==> src/rtl/core/npcm_pkg.sv <==
// ----------------------------------------------------------------------------
// npcm_pkg
// Shared constants, codes, control/status types and helpers for the
// nearest peak cost merging core.
// ----------------------------------------------------------------------------
package npcm_pkg;

	localparam int MAX_PEAKS     = 64;
	localparam int MAX_MUTATIONS = 64;
	localparam int PEAK_AW       = $clog2(MAX_PEAKS);
	localparam int MUT_AW        = $clog2(MAX_MUTATIONS);

	localparam int COST_W = 32;
	localparam int POS_W  = 24;
	localparam int ALL_W  = 8;
	localparam int DESC_W = POS_W + ALL_W;
	localparam int MASK_W = 64;
	localparam int CNT_W  = 7;
	localparam int DIST_W = 8;
	localparam int CFG_IW = 2;

	// input commands
	localparam logic [1:0] CMD_LOAD_DESC = 2'd0;
	localparam logic [1:0] CMD_LOAD_PEAK = 2'd1;
	localparam logic [1:0] CMD_RUN       = 2'd2;

	// configuration register indexes
	localparam logic [CFG_IW-1:0] CFG_EPS   = 2'd0;
	localparam logic [CFG_IW-1:0] CFG_PEAKS = 2'd1;

	typedef logic [4:0] op_t;

	localparam op_t OP_NONE     = 5'd0;
	localparam op_t OP_LOAD     = 5'd1;
	localparam op_t OP_SORT_RDI = 5'd2;
	localparam op_t OP_SORT_LTI = 5'd3;
	localparam op_t OP_SORT_RDJ = 5'd4;
	localparam op_t OP_SORT_CMP = 5'd5;
	localparam op_t OP_SORT_WR  = 5'd6;
	localparam op_t OP_N_RDRI   = 5'd7;
	localparam op_t OP_N_RDMI   = 5'd8;
	localparam op_t OP_N_LTMI   = 5'd9;
	localparam op_t OP_N_RDRJ   = 5'd10;
	localparam op_t OP_N_RDMJ   = 5'd11;
	localparam op_t OP_N_LTMJ   = 5'd12;
	localparam op_t OP_W_ISSUE  = 5'd13;
	localparam op_t OP_W_STEP   = 5'd14;
	localparam op_t OP_N_UPD    = 5'd15;
	localparam op_t OP_M_RDC    = 5'd16;
	localparam op_t OP_M_CHK    = 5'd17;
	localparam op_t OP_M_DIV    = 5'd18;
	localparam op_t OP_M_ISSUE  = 5'd19;
	localparam op_t OP_M_ADD    = 5'd20;
	localparam op_t OP_M_ZERO   = 5'd21;
	localparam op_t OP_M_NEXT   = 5'd22;
	localparam op_t OP_O_RD     = 5'd23;
	localparam op_t OP_O_LAT    = 5'd24;
	localparam op_t OP_O_WAIT   = 5'd25;

	typedef struct packed {
		op_t  op;
	} ctl_t;

	typedef struct packed {
		logic run_start;
		logic n_zero;
		logic n_one;
		logic j_end;
		logic i_last;
		logic walk_done;
		logic skip;
		logic div_done;
		logic set_empty;
		logic merge_last;
		logic out_fire;
		logic out_last;
	} sts_t;

	// index of lowest set bit, zero when none
	function automatic logic [MUT_AW-1:0] low_idx(input logic [MASK_W-1:0] v);
		logic [MUT_AW-1:0] r;
		r = '0;
		for (int b = MASK_W - 1; b >= 0; b--) begin
			if (v[b]) r = MUT_AW'(b);
		end
		return r;
	endfunction

endpackage

==> src/rtl/core/npcm_ctrl.sv <==
// ----------------------------------------------------------------------------
// npcm_ctrl
// Run sequencer: load, rank sort, nearest set walk, merge, result drain.
// ----------------------------------------------------------------------------
module npcm_ctrl (
	input  logic           clk,
	input  logic           arst_n,
	input  npcm_pkg::sts_t sts,
	output npcm_pkg::ctl_t ctl
);

	localparam logic [4:0] S_IDLE     = 5'd0;
	localparam logic [4:0] S_SORT_RDI = 5'd1;
	localparam logic [4:0] S_SORT_LTI = 5'd2;
	localparam logic [4:0] S_SORT_RDJ = 5'd3;
	localparam logic [4:0] S_SORT_CMP = 5'd4;
	localparam logic [4:0] S_SORT_WR  = 5'd5;
	localparam logic [4:0] S_N_RDRI   = 5'd6;
	localparam logic [4:0] S_N_RDMI   = 5'd7;
	localparam logic [4:0] S_N_LTMI   = 5'd8;
	localparam logic [4:0] S_N_RDRJ   = 5'd9;
	localparam logic [4:0] S_N_RDMJ   = 5'd10;
	localparam logic [4:0] S_N_LTMJ   = 5'd11;
	localparam logic [4:0] S_W_ISSUE  = 5'd12;
	localparam logic [4:0] S_W_STEP   = 5'd13;
	localparam logic [4:0] S_M_RDC    = 5'd14;
	localparam logic [4:0] S_M_CHK    = 5'd15;
	localparam logic [4:0] S_M_DIV    = 5'd16;
	localparam logic [4:0] S_M_ISSUE  = 5'd17;
	localparam logic [4:0] S_M_ADD    = 5'd18;
	localparam logic [4:0] S_M_NEXT   = 5'd19;
	localparam logic [4:0] S_O_RD     = 5'd20;
	localparam logic [4:0] S_O_LAT    = 5'd21;
	localparam logic [4:0] S_O_WAIT   = 5'd22;

	logic [4:0] state_q, state_d;

	always_ff @(posedge clk or negedge arst_n) begin
		if (!arst_n) state_q <= S_IDLE;
		else state_q <= state_d;
	end

	always_comb begin
		state_d = state_q;
		ctl.op  = npcm_pkg::OP_NONE;
		unique case (state_q)
			S_IDLE: begin
				ctl.op = npcm_pkg::OP_LOAD;
				if (sts.run_start && !sts.n_zero) state_d = S_SORT_RDI;
			end
			S_SORT_RDI: begin
				ctl.op  = npcm_pkg::OP_SORT_RDI;
				state_d = S_SORT_LTI;
			end
			S_SORT_LTI: begin
				ctl.op  = npcm_pkg::OP_SORT_LTI;
				state_d = S_SORT_RDJ;
			end
			S_SORT_RDJ: begin
				if (sts.j_end) state_d = S_SORT_WR;
				else begin
					ctl.op  = npcm_pkg::OP_SORT_RDJ;
					state_d = S_SORT_CMP;
				end
			end
			S_SORT_CMP: begin
				ctl.op  = npcm_pkg::OP_SORT_CMP;
				state_d = S_SORT_RDJ;
			end
			S_SORT_WR: begin
				ctl.op = npcm_pkg::OP_SORT_WR;
				if (!sts.i_last) state_d = S_SORT_RDI;
				// a single peak has nothing to merge
				else if (sts.n_one) state_d = S_O_RD;
				else state_d = S_N_RDRI;
			end
			S_N_RDRI: begin
				ctl.op  = npcm_pkg::OP_N_RDRI;
				state_d = S_N_RDMI;
			end
			S_N_RDMI: begin
				ctl.op  = npcm_pkg::OP_N_RDMI;
				state_d = S_N_LTMI;
			end
			S_N_LTMI: begin
				ctl.op  = npcm_pkg::OP_N_LTMI;
				state_d = S_N_RDRJ;
			end
			S_N_RDRJ: begin
				if (sts.j_end) state_d = S_M_RDC;
				else begin
					ctl.op  = npcm_pkg::OP_N_RDRJ;
					state_d = S_N_RDMJ;
				end
			end
			S_N_RDMJ: begin
				ctl.op  = npcm_pkg::OP_N_RDMJ;
				state_d = S_N_LTMJ;
			end
			S_N_LTMJ: begin
				ctl.op  = npcm_pkg::OP_N_LTMJ;
				state_d = S_W_ISSUE;
			end
			S_W_ISSUE: begin
				if (sts.walk_done) begin
					ctl.op  = npcm_pkg::OP_N_UPD;
					state_d = S_N_RDRJ;
				end else begin
					ctl.op  = npcm_pkg::OP_W_ISSUE;
					state_d = S_W_STEP;
				end
			end
			S_W_STEP: begin
				ctl.op  = npcm_pkg::OP_W_STEP;
				state_d = S_W_ISSUE;
			end
			S_M_RDC: begin
				ctl.op  = npcm_pkg::OP_M_RDC;
				state_d = S_M_CHK;
			end
			S_M_CHK: begin
				ctl.op  = npcm_pkg::OP_M_CHK;
				state_d = sts.skip ? S_M_NEXT : S_M_DIV;
			end
			S_M_DIV: begin
				ctl.op = npcm_pkg::OP_M_DIV;
				if (sts.div_done) state_d = S_M_ISSUE;
			end
			S_M_ISSUE: begin
				if (sts.set_empty) begin
					ctl.op  = npcm_pkg::OP_M_ZERO;
					state_d = S_M_NEXT;
				end else begin
					ctl.op  = npcm_pkg::OP_M_ISSUE;
					state_d = S_M_ADD;
				end
			end
			S_M_ADD: begin
				ctl.op  = npcm_pkg::OP_M_ADD;
				state_d = S_M_ISSUE;
			end
			S_M_NEXT: begin
				ctl.op  = npcm_pkg::OP_M_NEXT;
				state_d = sts.merge_last ? S_O_RD : S_N_RDRI;
			end
			S_O_RD: begin
				ctl.op  = npcm_pkg::OP_O_RD;
				state_d = S_O_LAT;
			end
			S_O_LAT: begin
				ctl.op  = npcm_pkg::OP_O_LAT;
				state_d = S_O_WAIT;
			end
			S_O_WAIT: begin
				ctl.op = npcm_pkg::OP_O_WAIT;
				if (sts.out_fire) state_d = sts.out_last ? S_IDLE : S_O_RD;
			end
			default: state_d = S_IDLE;
		endcase
	end

	a_sort_first: assert property (@(posedge clk) disable iff (!arst_n)
		(state_q == S_IDLE && sts.run_start && !sts.n_zero) |=> (state_q == S_SORT_RDI))
		else $error("run did not start sort");
	a_merge_after_walk: assert property (@(posedge clk) disable iff (!arst_n)
		(state_q == S_M_DIV && sts.div_done) |=> (state_q == S_M_ISSUE))
		else $error("share not applied after divide");
	a_drain_to_idle: assert property (@(posedge clk) disable iff (!arst_n)
		(state_q == S_O_WAIT && sts.out_fire && sts.out_last) |=> (state_q == S_IDLE))
		else $error("run did not end on last result");

endmodule

==> config.mk <==
export PLATFORM = sky130hd
export DESIGN_NAME = npcm_ctrl
export DESIGN_NICKNAME = d
export VERILOG_FILES = /design/src/rtl/core/npcm_pkg.sv /design/src/rtl/core/npcm_ctrl.sv
export SDC_FILE = /design/constraint.sdc
export NUM_CORES = 1
export LEC_CHECK = 0
export BUFFER_PORTS_ARGS = -buffer_cell sky130_fd_sc_hd__buf_4
export CAP_MARGIN = 10
export CORE_AREA = 2 2 41 43
export CTS_CLUSTER_DIAMETER = 40
export DETAILED_ROUTE_END_ITERATION = 6
export DIE_AREA = 0 0 43 45
export PLACE_DENSITY_LB_ADDON = 0.1
export SLEW_MARGIN = 10
export SYNTH_ARGS = -nofsm -noshare
export SYNTH_HDL_FRONTEND = slang
export SYNTH_SLANG_ARGS = --single-unit
==> constraint.sdc <==
create_clock -name clk -period 3.26 [get_ports clk]
set_input_delay 0.652 -clock clk [delete_from_list [all_inputs] [get_ports clk]]
set_output_delay 0.652 -clock clk [all_outputs]
set_load 0.05 [all_outputs]
Word level (Yosys, flattened, before mapping)
Index checks and enable logic that the tools add are counted.
- add/subtract/negate cells: 0
- div/mod/pow operators: 0
- reductions and logical operators: 6
- multipliers: 0
- equal/unequal tests: 25
- shift operators: 0
- bitwise gates (word level): 0
- $lt $le $gt $ge: 0
- multiplexer cells: 18
- operators by type and width (operator ; number):
    $pmux 5 s23 ; 1
    $pmux 5 s21 ; 1
    $eq 5x4->1 const B ; 8
    $eq 5x5->1 const B ; 7
    $mux 5 ; 7
    $eq 5x3->1 const B ; 4
    $mux 3 ; 4
    $eq 5x2->1 const B ; 2
    $ne 2x2->1 const B ; 3
    $eq 5x1->1 const B ; 1
    $logic_not 5->1 ; 1
    $mux 2 ; 2
    $mux 4 ; 1
    $reduce_or 2->1 ; 2
    $reduce_and 3->1 ; 1
    $mux 1 ; 2
    $logic_and 1x1->1 ; 1
    $logic_not 1->1 ; 1
- bits in writable memories: 0
- bits in latches: 0
- output and inout bits: 5
- memories kept: 0
- bits in read-only memories: 0
- register bits: 5
- logic and storage cells: 50

Logic depth before layout (Yosys ltp)
Gate-level depths: netlist of run 1.
- depth in word-level cells: 4
- depth in mapped cells: 6

Least setup slack after synthesis of run 1
Ideal clock, no wire load.
- path type: register to output
- from: register state_q[1]
- to: output ctl[2] in the netlist's numbering
- required time: 2.608 ns
- path buffers: 1
- cell stages (with the launch flop): 6
- data arrival time: 1.863 ns
- path slack: 0.745 ns
- path through: dfrtp_1 -> buf_2 -> or2_2 -> o21ai_0 -> a21oi_1 -> a21oi_1
- RTL lines (element ; RTL line ; source):
    start: declaration ; npcm_ctrl.sv:36 ; logic [4:0] state_q, state_d;
    start signal: assignment ; npcm_ctrl.sv:40 ; else state_q <= state_d;
    end: declaration ; npcm_ctrl.sv:9 ; output npcm_pkg::ctl_t ctl

==> results of run 1 <==
-- metal layers --
metal	GRT usage, %	wire length, um	vias up
met5	0	0	-
met4	6.061	18	0
met3	7.600	114	2
met2	34.85	911	34
met1	33.33	985	377
li1	-	-	413
-- how the worst max path moves through the flow --
| stage | from | end | cells after the start |
|---|---|---|---|
| floorplan | state_q[1] | ctl[2] | 5 |
| global placement | state_q[2] | ctl[0] | 5 |
| detailed placement | state_q[1] | ctl[3] | 5 |
| CTS | state_q[1] | ctl[3] | 5 |
| global route | state_q[1] | ctl[3] | 5 |
| finish | state_q[1] | ctl[3] | 5 |
-- power breakdown --
| group | leakage [nW] | switching, mW | internal [mW] |
|---|---|---|---|
| Combinational | 0.313 | 0.492 | 0.325 |
| Clock | 0.0150 | 0.0239 | 0.0462 |
| Sequential | 0.0627 | 0.124 | 0.0921 |
| Total | 0.390 | 0.640 | 0.463 |
-- critical path, stage by stage (launching register included) --
cell and delay [ps]:
dfrtp_1 740, nand2_1 290, mux2_2 340, o22ai_1 130
a21o_1 140, buf_4 190
-- layout by cell type, fill, tap and decap left out, types with 2 or more instances in the layout --
| master | instances |
|---|---|
| o2111ai_1 | 2 |
| nand2_1 | 7 |
| o22ai_1 | 4 |
| a211oi_1 | 2 |
| nand3_1 | 4 |
| nand2b_1 | 2 |
| inv_1 | 6 |
| nor2b_1 | 3 |
| o21ai_0 | 9 |
| a211o_1 | 3 |
| a31oi_1 | 3 |
| xnor2_1 | 2 |
| nand2b_4 | 2 |
| a21oi_1 | 9 |
| o221ai_1 | 2 |
| nor2_1 | 4 |
| clkbuf_4 | 3 |
| a21o_1 | 3 |
| buf_4 | 20 |
| or4_4 | 2 |
| dfrtp_1 | 5 |
-- area by class of cell --
class	instances	area (um^2)
timing repair buffer	20	150.1
tap	16	20.02
fill	148	578.1
sequential	5	125.1
multi-input combinational	80	549.3
clock buffer	4	26.28
inverter	6	22.52
-- cell families after synthesis --
kind of cell	Yosys count	synth area share, %
compound gates	46	43.00
buf+inv	16	10.17
mux	1	1.500
flops	5	16.67
simple gates	30	25.17
xor+xnor	3	3.501
==> results.cfg, run 1 <==
[sta]
rsz0062_at_grt = false
hold_ws_ps = 205.1
maxSlewViolCount = 0
finalCritPeriodShare_pct = 83.38
fin_worst_skew_ps = 2.481
finalCriticalPeriod_ps = 2718
worst_slack_ps = 541.9
aggregate_negative_setup_slack_ps = 0
final-hold-violation-count = 0
slew_headroom_pct = 55.02
finalSetupViolCount = 0
clock.fmax_mhz = 367.9
worst_slew_pin_slew_ps = 674.7

[global_routing]
vias_in_the_first_global_route = 762
grt_usage_pct = 23.57
grt_pass1_wl_um = 3408
globalRouteOverflowTotal = 0
pin_count_of_the_biggest_net_entering_global_routing = 23
antenna_violations_before_repair = 0

[cts]
holdBufCountCts = 0
cts.repair.resized = 0
number_of_sinks_on_the_clock_net = 5
tritoncts_clock_tree = built
cts_buffers = 3
later_pin_clock_latency_in_the_skew_report_ps = 240
post_cts_buffers = 0
ctsLongestPathBuffers = 2
clk_root_buffer_cell = clkbuf_4
cts-htree-levels = 1
cts.clk_slew.worst_paths_ps = 40

[final_layout]
utilization_after_layout_pct = 60.71
antenna-diode-count = 0
stdcell_count = 131
largest_register_ffs = 5
regMostFlops = state_q
syn2layout_area_growth_pct = 19.00
largest_registers = state_q: 5 flops
nets = 130
final_cell_area_um2 = 893.4
final_layout_size_suffix_gt1_share_pct = 27.83

[synth]
ys_async_sr_fraction_pct = 100.0
syn_area_cell_um2 = 7.433
yosysWarningCount = 0
mappedNetlistArea_um2 = 750.7
synthCells = 101
sequential_area_share_after_synthesis_pct = 16.67
yosys_register_bits = 5
synth_fp_nets = 115
synth.top_cells.by_area = dfrtp_1 17%, a21oi_1 6.0%, o21ai_0 6.0%
synthDominantCellAreaShare_pct = 16.67
synth.distinct_cells = 41
synth_enable_flop_cells = 0
synth_top_cell_by_area = dfrtp_1
synth_top_flop_cell = dfrtp_1
synth_top_cells_by_count = 9 x a21oi_1, 9 x o21ai_0, 7 x nand2_1, 6 x inv_1, 5 x dfrtp_1

[power_and_ir_drop]
fin_total_pwr_mw = 1.102
peakVddDrop_v = 0.0007553
powerDensity_nw_per_um2 = 1234
cellLeakagePower_nw = 0.3902

[setup_path]
critical_path.startpoint_type = flip-flop
timing.critical_path.required_ps = 2610
startpoint_of_the_worst_register_to_register_path = state_q[2]
crit_path_max_fanout = 22
worst_r2r_path_depth = 4
cp.arrival_ps = 2070
endpoint_kind = primary output
rr_endpoint = state_q[2]
rrSetupSlack_ps = 1390
critPathKind = reg -> out

[placed_design]
dp_slack_ps = 819.2
dpl.hpwl_um = 1462
routabilityCongestion = 0.8659
placed_cell_area_um2 = 867.1
placement.io_buffers = 18
dpl.cell_count = 127

[floorplanning]
chipHeight_um = 45
floorplan.initialDensity_pct = 51.02
floorplan.core_area_um2 = 1471
io_pins = 19
die-area_um2 = 1935
fp.dieW_um = 43
core.rowCount = 14

[detailed_routing]
firstDrtPassIters = 4
dr.first_iter.drc_count = 23
final_antenna_net_count = 0
drt-total-wl_um = 2030
wire_per_inst_um = 15.50
drc_errors = 0
via_count = 826
viasPerCell = 6.305

[flow_run]
max_cap_check_violation_count = 0

[worst_hold_path]
timing.hold.worst.class = in -> async

[outcome]
status = finished, final reports clean
(Power assumes the default switching activity.)
==> inputs of run 2 (changes only) <==
Settings changed: CORE_AREA 2 2 41 43 to 2 2 44 46, DIE_AREA 0 0 43 45 to 0 0 46 48.
Clock period 3.26 ns to 2.5 ns, I/O delays scaled along.
==> results.cfg, run 2 (same netlist as run 1, synthesis figures left out) <==
[cts]
tritoncts_clock_tree = built
clk_root_buffer_cell = clkbuf_4
cts.clk_slew.worst_paths_ps = 40
holdBufCountCts = 0
later_pin_clock_latency_in_the_skew_report_ps = 240
number_of_sinks_on_the_clock_net = 5
cts-htree-levels = 1
post_cts_buffers = 0
cts.repair.resized = 0
ctsLongestPathBuffers = 2
cts_buffers = 3

[detailed_routing]
wire_per_inst_um = 15.41
viasPerCell = 6.380
drt-total-wl_um = 2111
final_antenna_net_count = 0
firstDrtPassIters = 4
dr.first_iter.drc_count = 26
via_count = 874
drc_errors = 0

[sta]
finalCriticalPeriod_ps = 2393
fin_worst_skew_ps = 2.381
clock.fmax_mhz = 417.9
rsz0062_at_grt = false
aggregate_negative_setup_slack_ps = 0
finalCritPeriodShare_pct = 95.72
worst_slew_pin_slew_ps = 465.3
slew_headroom_pct = 68.98
maxSlewViolCount = 0
final-hold-violation-count = 0
finalSetupViolCount = 0

[setup_path]
cp.arrival_ps = 1890
cp_slowest_cell = dfrtp_1
startpoint_of_the_worst_register_to_register_path = state_q[1]
endpoint_kind = primary output
number_of_buffer_and_inverter_instances_along_the_worst_setup_path = 1
crit_path_max_fanout = 15
rr_endpoint = state_q[4]
worst_path_largest_cell_delay_ps = 620
worst_r2r_path_depth = 4
timing.critical_path.required_ps = 2000
rrSetupSlack_ps = 800
critPathKind = reg -> out
critPathTopFamily = flip-flops
critical_path.startpoint_type = flip-flop
crit_chain = nand2_1 -> mux2_2 -> o22ai_1 -> a21o_1 -> buf_4

[placed_design]
placement.io_buffers = 18
routabilityCongestion = 0.9403
dpl.hpwl_um = 1576

[final_layout]
nFillCells = 174
most-common-layout-cells = 25 x buf_4, 9 x a21oi_1, 9 x o21ai_0, 7 x nand2_1, 6 x inv_1
final_layout_size_suffix_gt1_share_pct = 30.83
largest_register_ffs = 5
antenna-diode-count = 0
syn2layout_area_growth_pct = 24.17
largest_registers = state_q: 5 flops
utilization_after_layout_pct = 55.19
regMostFlops = state_q
layout.cells.most_common = buf_4
nets = 135

[global_routing]
grt_usage_pct = 21.46
antenna_violations_before_repair = 0
grt_pass1_wl_um = 3374
pin_count_of_the_biggest_net_entering_global_routing = 19
vias_in_the_first_global_route = 726
globalRouteOverflowTotal = 0

[outcome]
status = finished, final reports clean

[flow_run]
max_cap_check_violation_count = 0

[floorplanning]
floorplan.initialDensity_pct = 44.44
chipHeight_um = 48
floorplan.core_area_um2 = 1689
fp.dieW_um = 46
core.rowCount = 15
die-area_um2 = 2208
io_pins = 19

[power_and_ir_drop]
cellLeakagePower_nw = 0.4154
powerDensity_nw_per_um2 = 1604
peakVddDrop_v = 0.0007038

[worst_hold_path]
timing.hold.worst.class = in -> async
run 2: cell types whose count changed in the layout (fill, tap and decap cells not counted):
cell	previous run	this run
buf_4	20	25
run 2: worst max-delay path by stage:
stage,slack (ps),startpoint,depth (start not counted),endpoint
after floorplan,140,state_q[1],5,ctl[2]
after global placement,430,state_q[1],5,ctl[3]
after detailed placement,400,state_q[1],5,ctl[3]
after CTS,130,state_q[1],5,ctl[3]
after global routing,50,state_q[1],5,ctl[3]
final,110,state_q[1],5,ctl[3]
run 2: layer usage:
metal  part of all wire, %  global-route usage [%]
met1                    43                   28.25
met2                    49                   35.28
met3                   8.6                   4.151
met4                     0                   6.857
met5                     0                       0
run 2: final cells by class:
| cell class | count | area [um^2] | share of cell area [%] |
|---|---|---|---|
| Inverter | 6 | 22.52 | 2.416 |
| Timing Repair Buffer | 25 | 187.7 | 20.13 |
| Sequential cell | 5 | 125.1 | 13.42 |
| Tap cell | 17 | 21.27 | 2.282 |
| Multi-Input combinational cell | 80 | 549.3 | 58.93 |
| Clock buffer | 4 | 26.28 | 2.819 |
run 2: where the power goes:
part,leakage (nW),switching [mW],internal [mW]
registers,0.0627,0.0811,0.122
logic,0.338,0.735,0.466
clock network,0.0150,0.0314,0.0602
total,0.415,0.847,0.648
run 2: metrics by stage:
| stage | setup slack (ps) | hold slack, ps | power (mW) | cells | cell area, um^2 |
|---|---|---|---|---|---|
| after floorplan | 137.3 | 204.4 | 1.107 | 101 | 750.7 |
| after global placement | 428.6 | 302.2 | 1.386 | 133 | 905.9 |
| after detailed placement | 403.5 | 304.8 | 1.397 | 133 | 905.9 |
| after CTS | 125.8 | 47.98 | 1.494 | 137 | 932.1 |
| after global routing | 45.56 | 43.80 | 1.601 | 137 | 932.1 |
| final | 106.9 | 51.12 | 1.495 | 137 | 932.1 |
